$ cat config.mk
export PLATFORM = sky130hd
export DESIGN_NAME = eeprom_transfer_segmenter
export DESIGN_NICKNAME = d
export VERILOG_FILES = /design/src/hdl/ets_pkg.sv /design/src/hdl/eeprom_transfer_segmenter.sv /design/src/hdl/ets_seq.sv /design/src/hdl/ets_dp.sv
export SDC_FILE = /design/constraint.sdc
export NUM_CORES = 1
export LEC_CHECK = 0
export BUFFER_PORTS_ARGS = -buffer_cell sky130_fd_sc_hd__buf_2
export CORE_MARGIN = 2
export CORE_UTILIZATION = 32
export DETAILED_ROUTE_END_ITERATION = 8
export GPL_ROUTABILITY_DRIVEN = 0
export HOLD_SLACK_MARGIN = 0.15
export SLEW_MARGIN = 20
export SYNTH_ARGS = -nofsm -noshare
export SYNTH_HDL_FRONTEND = slang
export SYNTH_SLANG_ARGS = --single-unit
export TNS_END_PERCENT = 50
$ cat constraint.sdc
create_clock -name clk_i -period 15.4 [get_ports clk_i]
set_clock_uncertainty 0.05 [all_clocks]
set_input_delay 3.08 -clock clk_i [delete_from_list [all_inputs] [get_ports clk_i]]
set_output_delay 3.08 -clock clk_i [all_outputs]
set_load 0.02 [all_outputs]
$ cat src/hdl/ets_pkg.sv
package ets_pkg;

  // Chip geometry
  localparam int unsigned PAGE_BYTES  = 16;
  localparam int unsigned BLOCK_BYTES = 256;
  localparam int unsigned BLOCK_COUNT = 4;
  localparam int unsigned MAX_RESULTS = 64;

  localparam int unsigned ADDR_W  = 10;
  localparam int unsigned LEN_W   = 11;
  localparam int unsigned SEG_W   = 9;
  localparam int unsigned OFF_W   = $clog2(BLOCK_BYTES);
  localparam int unsigned PAGE_SH = $clog2(PAGE_BYTES);
  localparam int unsigned CNT_W   = $clog2(MAX_RESULTS);

  localparam logic [LEN_W-1:0] CHIP_BYTES = LEN_W'(BLOCK_BYTES * BLOCK_COUNT);
  localparam logic [7:0]       DEV_BASE   = 8'hA0;

  localparam logic CMD_WRITE = 1'b0;
  localparam logic CMD_READ  = 1'b1;

  localparam logic STATUS_OK    = 1'b0;
  localparam logic STATUS_EMPTY = 1'b1;

  // Datapath controls driven from the current control word
  typedef struct packed {
    logic load;
    logic clamp;
    logic count;
    logic emit_seg;
    logic emit_err;
  } ets_ctrl_t;

  // Datapath conditions tested by jumps
  typedef struct packed {
    logic err;
    logic done;
  } ets_flags_t;

endpackage

$ cat src/hdl/eeprom_transfer_segmenter.sv
// Steps to the first word: CHECK, CLAMP, COUNT, SEG (CHECK, ERR for an error word).
// busy stays high from the CHECK step through the last segment; one word per cycle
//   while segments stream, set by the single-step emit loop of the control program.
// Reset: rst_ni clears the step counter and the strobe; the A2 pin level resets to 1.
// The receiver cannot stall: each word is shown for exactly one cycle.
module eeprom_transfer_segmenter (
  input  logic                       clk_i,
  input  logic                       rst_ni,
  // Request channel
  input  logic                       start,
  output logic                       busy,
  input  logic                       command_i,
  input  logic [ets_pkg::ADDR_W-1:0] start_address_i,
  input  logic [ets_pkg::LEN_W-1:0]  transfer_length_i,
  // Configuration channel: A2 pin level
  input  logic                       cfg_valid_i,
  output logic                       cfg_ready_o,
  input  logic                       cfg_data_i,
  // Result words
  output logic                       result_valid_o,
  output logic [7:0]                 device_select_o,
  output logic [7:0]                 word_address_o,
  output logic [ets_pkg::SEG_W-1:0]  segment_length_o,
  output logic                       status_o,
  output logic                       truncated_o,
  output logic                       last_segment_o
);
  import ets_pkg::*;

  ets_ctrl_t  ctrl;
  ets_flags_t flags;
  logic       a2_q;

  // Configuration must be written only while idle; the block does not enforce it, so always take it.
  assign cfg_ready_o = 1'b1;

  always_ff @(posedge clk_i or negedge rst_ni) begin
    if (!rst_ni) begin
      a2_q <= 1'b1;
    end else if (cfg_valid_i && cfg_ready_o) begin
      a2_q <= cfg_data_i;
    end
  end

  // Control program: idle/load, check for an empty or out-of-range
  // request, clamp at the chip end, count segments to flag overflow,
  // then emit one segment per step until the last one, or one error word.
  ets_seq u_seq (
    .clk_i   (clk_i),
    .rst_ni  (rst_ni),
    .start_i (start),
    .flags_i (flags),
    .ctrl_o  (ctrl),
    .busy_o  (busy)
  );

  // Address/remaining-length registers, segment cut logic and the
  // registered result word.
  ets_dp u_dp (
    .clk_i             (clk_i),
    .rst_ni            (rst_ni),
    .ctrl_i            (ctrl),
    .a2_i              (a2_q),
    .command_i         (command_i),
    .start_address_i   (start_address_i),
    .transfer_length_i (transfer_length_i),
    .flags_o           (flags),
    .result_valid_o    (result_valid_o),
    .device_select_o   (device_select_o),
    .word_address_o    (word_address_o),
    .segment_length_o  (segment_length_o),
    .status_o          (status_o),
    .truncated_o       (truncated_o),
    .last_segment_o    (last_segment_o)
  );

endmodule

$ cat src/hdl/ets_seq.sv
module ets_seq (
  input  logic                clk_i,
  input  logic                rst_ni,
  input  logic                start_i,
  input  ets_pkg::ets_flags_t flags_i,
  output ets_pkg::ets_ctrl_t  ctrl_o,
  output logic                busy_o
);
  import ets_pkg::*;

  typedef enum logic [1:0] {
    COND_ALWAYS = 2'd0,
    COND_START  = 2'd1,
    COND_ERR    = 2'd2,
    COND_DONE   = 2'd3
  } cond_e;

  typedef struct packed {
    logic      busy;
    ets_ctrl_t ctrl;
    cond_e     cond;
    logic [2:0] jump;
    logic [2:0] next;
  } uop_t;

  localparam logic [2:0] STEP_IDLE  = 3'd0;
  localparam logic [2:0] STEP_CHECK = 3'd1;
  localparam logic [2:0] STEP_CLAMP = 3'd2;
  localparam logic [2:0] STEP_COUNT = 3'd3;
  localparam logic [2:0] STEP_SEG   = 3'd4;
  localparam logic [2:0] STEP_ERR   = 3'd5;

  // ctrl order: load, clamp, count, emit_seg, emit_err
  function automatic uop_t ucode(input logic [2:0] step);
    uop_t u;
    case (step)
      STEP_IDLE:  u = '{1'b0, '{1'b1, 1'b0, 1'b0, 1'b0, 1'b0}, COND_START,
                        STEP_CHECK, STEP_IDLE};
      STEP_CHECK: u = '{1'b1, '{1'b0, 1'b0, 1'b0, 1'b0, 1'b0}, COND_ERR,
                        STEP_ERR, STEP_CLAMP};
      STEP_CLAMP: u = '{1'b1, '{1'b0, 1'b1, 1'b0, 1'b0, 1'b0}, COND_ALWAYS,
                        STEP_COUNT, STEP_COUNT};
      STEP_COUNT: u = '{1'b1, '{1'b0, 1'b0, 1'b1, 1'b0, 1'b0}, COND_ALWAYS,
                        STEP_SEG, STEP_SEG};
      STEP_SEG:   u = '{1'b1, '{1'b0, 1'b0, 1'b0, 1'b1, 1'b0}, COND_DONE,
                        STEP_IDLE, STEP_SEG};
      STEP_ERR:   u = '{1'b1, '{1'b0, 1'b0, 1'b0, 1'b0, 1'b1}, COND_ALWAYS,
                        STEP_IDLE, STEP_IDLE};
      default:    u = '{1'b0, '{1'b0, 1'b0, 1'b0, 1'b0, 1'b0}, COND_ALWAYS,
                        STEP_IDLE, STEP_IDLE};
    endcase
    return u;
  endfunction

  logic [2:0] step_q, step_d;
  uop_t       uop;
  logic       take;

  assign uop = ucode(step_q);

  always_comb begin
    case (uop.cond)
      COND_ALWAYS: take = 1'b1;
      COND_START:  take = start_i;
      COND_ERR:    take = flags_i.err;
      COND_DONE:   take = flags_i.done;
      default:     take = 1'b1;
    endcase
    step_d = take ? uop.jump : uop.next;
  end

  always_ff @(posedge clk_i or negedge rst_ni) begin
    if (!rst_ni) begin
      step_q <= STEP_IDLE;
    end else begin
      step_q <= step_d;
    end
  end

  assign ctrl_o = uop.ctrl;
  assign busy_o = uop.busy;

endmodule

$ cat src/hdl/ets_dp.sv
module ets_dp (
  input  logic                       clk_i,
  input  logic                       rst_ni,
  input  ets_pkg::ets_ctrl_t         ctrl_i,
  input  logic                       a2_i,
  input  logic                       command_i,
  input  logic [ets_pkg::ADDR_W-1:0] start_address_i,
  input  logic [ets_pkg::LEN_W-1:0]  transfer_length_i,
  output ets_pkg::ets_flags_t        flags_o,
  output logic                       result_valid_o,
  output logic [7:0]                 device_select_o,
  output logic [7:0]                 word_address_o,
  output logic [ets_pkg::SEG_W-1:0]  segment_length_o,
  output logic                       status_o,
  output logic                       truncated_o,
  output logic                       last_segment_o
);
  import ets_pkg::*;

  localparam logic [OFF_W-1:0] PAGE_MASK = OFF_W'(PAGE_BYTES - 1);

  logic              cmd_q;
  logic [ADDR_W-1:0] addr_q;
  logic [LEN_W-1:0]  rem_q;
  logic              trunc_q;
  logic [CNT_W-1:0]  cnt_q;

  logic              valid_q;
  logic [7:0]        ds_q, wa_q;
  logic [SEG_W-1:0]  len_q;
  logic              st_q, tr_q, last_q;

  logic [LEN_W-1:0]  addr_ext, chip_room, end_addr, unit_first, unit_last, unit_diff;
  logic [OFF_W-1:0]  off;
  logic [SEG_W-1:0]  blk_room, page_room, room, seg;
  logic [7:0]        dev_sel;
  logic              seg_last;

  assign addr_ext  = {1'b0, addr_q};
  assign chip_room = CHIP_BYTES - addr_ext;
  assign end_addr  = addr_ext + rem_q - LEN_W'(1);
  assign off       = addr_q[OFF_W-1:0];
  assign dev_sel   = DEV_BASE | {4'b0000, a2_i, addr_q[ADDR_W-1 -: 2], 1'b0};

  // Segment units touched: pages for writes, blocks for reads
  always_comb begin
    if (cmd_q == CMD_READ) begin
      unit_first = addr_ext >> OFF_W;
      unit_last  = end_addr >> OFF_W;
    end else begin
      unit_first = addr_ext >> PAGE_SH;
      unit_last  = end_addr >> PAGE_SH;
    end
    unit_diff = unit_last - unit_first;
  end

  always_comb begin
    blk_room  = SEG_W'(BLOCK_BYTES) - {1'b0, off};
    page_room = SEG_W'(PAGE_BYTES) - {1'b0, off & PAGE_MASK};
    room      = (cmd_q == CMD_WRITE && page_room < blk_room) ? page_room : blk_room;
    seg       = ({{(LEN_W-SEG_W){1'b0}}, room} < rem_q) ? room : rem_q[SEG_W-1:0];
    seg_last  = (rem_q == {{(LEN_W-SEG_W){1'b0}}, seg}) ||
                (cnt_q == CNT_W'(MAX_RESULTS - 1));
  end

  assign flags_o.err  = (rem_q == '0) || (addr_ext >= CHIP_BYTES);
  assign flags_o.done = seg_last;

  always_ff @(posedge clk_i) begin
    if (ctrl_i.load) begin
      cmd_q   <= command_i;
      addr_q  <= start_address_i;
      rem_q   <= transfer_length_i;
      trunc_q <= 1'b0;
      cnt_q   <= '0;
    end
    if (ctrl_i.clamp && rem_q > chip_room) begin
      rem_q   <= chip_room;
      trunc_q <= 1'b1;
    end
    if (ctrl_i.count && unit_diff >= LEN_W'(MAX_RESULTS)) begin
      trunc_q <= 1'b1;
    end
    if (ctrl_i.emit_seg) begin
      addr_q <= addr_q + {{(ADDR_W-SEG_W){1'b0}}, seg};
      rem_q  <= rem_q - {{(LEN_W-SEG_W){1'b0}}, seg};
      cnt_q  <= cnt_q + CNT_W'(1);
    end
  end

  always_ff @(posedge clk_i or negedge rst_ni) begin
    if (!rst_ni) begin
      valid_q <= 1'b0;
    end else begin
      valid_q <= ctrl_i.emit_seg | ctrl_i.emit_err;
    end
  end

  always_ff @(posedge clk_i) begin
    if (ctrl_i.emit_seg) begin
      ds_q   <= dev_sel;
      wa_q   <= off;
      len_q  <= seg;
      st_q   <= STATUS_OK;
      tr_q   <= trunc_q;
      last_q <= seg_last;
    end else if (ctrl_i.emit_err) begin
      ds_q   <= dev_sel;
      wa_q   <= off;
      len_q  <= '0;
      st_q   <= STATUS_EMPTY;
      tr_q   <= (rem_q != '0);
      last_q <= 1'b1;
    end
  end

  assign result_valid_o   = valid_q;
  assign device_select_o  = ds_q;
  assign word_address_o   = wa_q;
  assign segment_length_o = len_q;
  assign status_o         = st_q;
  assign truncated_o      = tr_q;
  assign last_segment_o   = last_q;

endmodule

* After elaboration in Yosys (flattened, before gate mapping)
Index checks and enable logic that the tools add are counted.
** Storage, ports and cells
- Register bits after elaboration :: 57
- Word-level logic and storage cells :: 77
- Bits of input ports :: 27
- Output and inout port bits :: 31
** Operators by class
- Add/subtract/negate cells :: 9
- Bitwise gates (word level) :: 2
- Reductions and logical operators :: 13
- Equal/unequal tests :: 10
- $lt $le $gt $ge :: 5
- Mux-type cells :: 24
** Operators with widths (count)
- one-hot mux 14 bit (6 select lines) :: 1
- 2-to-1 mux 9 bit :: 4
- 2-to-1 mux 11 bit :: 3
- 2-to-1 mux 10 bit :: 2
- 2-to-1 mux 6 bit :: 3
- 2-to-1 mux 8 bit :: 2
- adder 10 x 11 -> 11 bit :: 1
- == test 11 x 9 -> 1 bit :: 1
- greater-or-equal comparator 10 x 11 -> 1 bit (second input constant) :: 1
- greater-or-equal comparator 11 x 7 -> 1 bit (second input constant) :: 1
- greater-than comparator 11 bit :: 1
- logical NOT 11 bit :: 1
- less-than comparator 9 x 11 -> 1 bit :: 1
- nonzero test 11 bit :: 1
- subtractor 11 x 1 -> 11 bit (second input constant) :: 1
- subtractor 11 x 10 -> 11 bit (first input constant) :: 1
- subtractor 11 bit :: 1
- subtractor 11 x 9 -> 11 bit :: 1
- adder 10 x 9 -> 10 bit :: 1
- less-than comparator 9 bit :: 1
- subtractor 9 x 8 -> 9 bit (first input constant) :: 1
- 2-to-1 mux 4 bit :: 2
- 2-to-1 mux 7 bit :: 1
- adder 6 x 1 -> 6 bit (second input constant) :: 1
- 19 further kinds :: 29

* Logic depth before layout (Yosys ltp)
- Word-level depth :: 10
- Depth in mapped cells :: 30
- Depth with buffers taken out :: 28

* Modules after synthesis
Synthesis repeated with hierarchy kept, for this count alone.
** Unflattened totals
- Cell total of the unflattened synthesis :: 512
- Area total of the unflattened synthesis :: 4963.5 um2
** Modules (own cells, without submodules)
- ets_dp :: times used 1, sequential area each 1566.5 um2, cells an instance 480, area an instance 4664.5 um2
- ets_seq :: times used 1, sequential area each 75.1 um2, cells an instance 28, area an instance 246.5 um2
- eeprom_transfer_segmenter :: times used 1, sequential area each 26.3 um2, cells an instance 4, area an instance 52.6 um2

* Least setup slack after synthesis
Ideal clock, no wire load.
- Path type :: flip-flop to flip-flop
- Start point :: register u_dp.addr_q[0]
- End point :: register u_dp.rem_q[8] (data pin)
- Required time :: 15081 ps
- Setup slack :: 9589 ps
- Data arrival time :: 5492 ps
- Path buffers :: 2
- Setup time :: 269 ps
- Cell stages (with the launch flop) :: 29
- Clock period less this slack :: 5811 ps
- Cell sequence :: edfxtp_1 -> inv_1 -> ha_1 -> and3_1 -> clkbuf_1 -> ha_1 -> xnor2_1 -> nor2_1 -> nor3_1 -> a21oi_1 -> mux2_2 -> ha_1 -> or3_1 -> o41ai_4 -> o211a_4 -> nor2_1 -> clkbuf_1 -> o21ai_0 -> ha_1 -> inv_1 -> ha_1 -> nor2_1 -> nand2_1 -> o311a_1 -> a2111oi_4 -> o21bai_1 -> a21oi_2 -> xor2_1 -> mux2i_1
** On the way
- Word-level cells in the longest chain between the ends :: 8
- Elaborated cells on any way between the ends :: 13
- Classes of those cells :: 4 x add/sub; 3 x order compare; 4 x mux; 2 x reduce/logical
** RTL lines
- from (decl) :: RTL line ets_dp.sv:23 : logic [ADDR_W-1:0] addr_q;
- from (signal assigned) :: RTL line ets_dp.sv:72 : addr_q <= start_address_i;
- from (signal assigned) :: RTL line ets_dp.sv:85 : addr_q <= addr_q + {{(ADDR_W-SEG_W){1'b0}}, seg};
- subtractor 9 x 8 -> 9 bit / subtractor 5 x 4 -> 6 bit (equally long branches) :: RTL line ets_dp.sv:58, ets_dp.sv:59
- less-than comparator 9 bit :: RTL line ets_dp.sv:60 : room = (cmd_q == CMD_WRITE && page_room < blk_room) ? page_room : blk_room;
- logical AND 1 bit :: RTL line ets_dp.sv:60
- 2-to-1 mux 9 bit * :: RTL line ets_dp.sv:60
- less-than comparator 9 x 11 -> 1 bit :: RTL line ets_dp.sv:61 : seg = ({{(LEN_W-SEG_W){1'b0}}, room} < rem_q) ? room : rem_q[SEG_W-1:0];
- 2-to-1 mux 9 bit * :: RTL line ets_dp.sv:61
- named net u_dp.seg[0] :: RTL line ets_dp.sv:35 : logic [SEG_W-1:0] blk_room, page_room, room, seg;
- subtractor 11 x 9 -> 11 bit * :: RTL line ets_dp.sv:86 : rem_q <= rem_q - {{(LEN_W-SEG_W){1'b0}}, seg};
- 2-to-1 mux 11 bit * :: RTL line ets_dp.sv:84 : if (ctrl_i.emit_seg) begin
- to (signal assigned) :: RTL line ets_dp.sv:73 : rem_q <= transfer_length_i;
- to (signal assigned) :: RTL line ets_dp.sv:78 : rem_q <= chip_room;
- to (signal assigned) :: RTL line ets_dp.sv:86
- to (decl) :: RTL line ets_dp.sv:24 : logic [LEN_W-1:0] rem_q;
The timed path passes the listed nets; every way through them passes the cells marked *.
A chain may end at the register's enable or synchronous reset.

* Final worst setup path
Same ends and word-level chain as after synthesis.

==> results.ini <==
[status]
status = finished, final reports clean

[timing]
tightest_slew_ps = 1098
fin_crit_sh = 0.4249
layout_min_cycle_time_ps = 6543
relSlewSlack = 0.2654
hold_violations = 0
rsz0062_at_grt = false
slew_viol_final = 0
setup_viol = 0
fin_tns_setup_ps = 0
fmax_mhz = 152.8

[final_layout]
drive_above_1_share = 0.1572
antenna_cells = 0
nNetsFinal = 704
num-fill-cells = 1593
areaGrowthSynthToFinish_pct = 15.96
mostFrequentLayoutCells = inv_1, ha_1, nor2_1, buf_2, edfxtp_1
final_common_cell = inv_1

[placed_design]
portBuffers = 51
hpwl_um = 10370

[clock_tree]
numCtsBuffers = 9
cts_tree = done
htreeDepth = 3
clock-sinks = 57
holdBufCountCts = 0
post_cts_buffers = 0
cts-root-buf = clkbuf_16
clk_path_buf_depth = 2
clkLatencyLatePin_ps = 340
clk_pin_slew_ps = 50
cts_resized = 0

[drt]
ant_nets = 0
routed-via-count = 4288
drt_first_pass_iters = 5
wl_um = 13620
wl_per_cell_um = 16.35
route.detailed.drc = 0
vias_per_cell = 5.148
dr.first_iter.drc_count = 332

[floorplanning]
num_io_pins = 58
die_h_um = 129.9
core_mm2 = 0.01571
die_area_mm2 = 0.01687
die_w_um = 129.9
initial_core_util = 0.3227
rows = 46

[global_routing]
overflow = 0
grt_pass1_vias = 4110
track_usage = 0.1663
grt_first_pass_wirelength_um = 21560
grt_start_max_net_pins = 31
antenna_found_initial = 0

[logic_synthesis]
yosysTopAreaCellShare = 0.2961
ys_warn_count = 0
ys_seq_area_frac = 0.3289
syn_inst = 562
synth_cell_types = 68
synth_area_leaders = edfxtp_1, ha_1, inv_1
syn_area_mm2 = 0.005071
synthArstFlopShare = 0.08772
yosys_register_bits = 57
yosys.area.top_type = edfxtp_1
syn_avg_cell_area_um2 = 9.023
synth-edff-count = 50
synth_ff_type = edfxtp_1

[hold_path]
hold_depth = 2
min_path_type = reg -> reg
min_to = u_dp.status_o
hp-start = u_dp.status_o

[worst_setup_path]
cp_slowest_cell = nor2_1
ff2ff_path_depth = 27
critical_path.max_stage_delay_ps = 610
startpoint_type = register
critPathMaxFanout = 12
critPathCaptureType = register
worstPathArrival_ps = 6570
required_ps = 15430
worst-path-buf-inv = 2
crit_type = reg -> reg
r2r-start = u_dp.addr_q[0]
r2r_end = u_dp.rem_q[8]
crit_family = compound AO/OA/AOI/OAI gates
path_common_cell = ha_1
r2r_slack_ps = 8860
path_depth = 27

[flow_run]
drv_cap = 0

worst max-delay path by stage:
stage	startpoint	end
after floorplan	u_dp.addr_q[0]	u_dp.rem_q[8]
after global placement	u_dp.addr_q[0]	u_dp.rem_q[8]
after detailed placement	u_dp.addr_q[0]	u_dp.rem_q[8]
after CTS	u_dp.addr_q[0]	u_dp.rem_q[8]
after global routing	u_dp.addr_q[0]	u_dp.rem_q[8]
final	u_dp.addr_q[0]	u_dp.rem_q[8]
cell type report:
class	instances	area [um^2]	area share
Timing Repair Buffer	55	285.3	0.04851
Inverter	66	247.7	0.04213
Clock inverter	2	60.06	0.01021
Multi-Input combinational cell	423	3075	0.5230
Tap cell	216	270.3	0.04596
Sequential cell	57	1668	0.2836
Clock buffer	14	274.0	0.04660
tightest hold or removal path, cell delays in order (launching register included):
cell,delay [ps]
dfxtp_1,320
nor2_1,40
nor2_1,60
synth_stat cells, drive strengths merged, types with 2 or more instances:
cell and count:
inv 66, ha 65, nor2 51, edfxtp 50, a21oi 44, nand2 43
o21ai 29, nor3 20, xnor2 18, mux2i 14, clkbuf 11, nand3 11
a21o 10, buf 9, nand2b 9, and3 8, o21a 8, xor2 8
and2 7, or3 7, mux2 6, a31oi 5, nor2b 5, dfrtp 4
nand4 4, or2 4, o2111ai 3, o311ai 3, o31ai 3, or4 3
a2111oi 2, a21boi 2, a31o 2, conb 2, dfxtp 2, nand4b 2
nor3b 2, nor4 2, o211a 2, o211ai 2, o21bai 2, o221ai 2
o41ai 2
kinds of logic after synthesis:
| family | Yosys count | synth area share |
|---|---|---|
| simple gates | 178 | 0.1762 |
| mux | 20 | 0.04169 |
| fa+ha+maj | 65 | 0.1604 |
| xor+xnor | 26 | 0.04491 |
| buf+inv | 86 | 0.06982 |
| compound gates | 128 | 0.1767 |
| other cells | 2 | 0.001481 |
| flops | 57 | 0.3289 |
stage by stage:
stage	utilization	setup slack [ps]	hold slack, ps	cells	instance area [um^2]
final	0.3743	8857	410.8	833	5881
after global routing	0.3743	8422	438.9	833	5881
after CTS	0.3739	8946	415.1	833	5876
after detailed placement	0.3527	9004	403.2	817	5542
after global placement	0.3527	9239	399.0	817	5542
after floorplan	-	9589	400.7	566	5086
state kept, by name, indices dropped and copies added, names as in the netlist, 3 cells and up:
name                   flops
u_dp.segment_length_o      9
u_dp.rem_q                11
u_dp.addr_q               10
u_dp.device_select_o       3
u_dp.cnt_q                 6
u_seq.step_q               3
u_dp.word_address_o        8
metal layers:
layer | up-vias | GRT usage | share of wire
li1 | 2092 | - | -
met1 | 2021 | 0.2227 | 0.46
met2 | 144 | 0.2584 | 0.45
met3 | 31 | 0.03977 | 0.059
met4 | 0 | 0.06768 | 0.034
met5 | - | 0 | 0
Power is left out: the tool's default activity adds up to more than one toggle a clock period on the data nets, which glitch-free logic cannot reach.
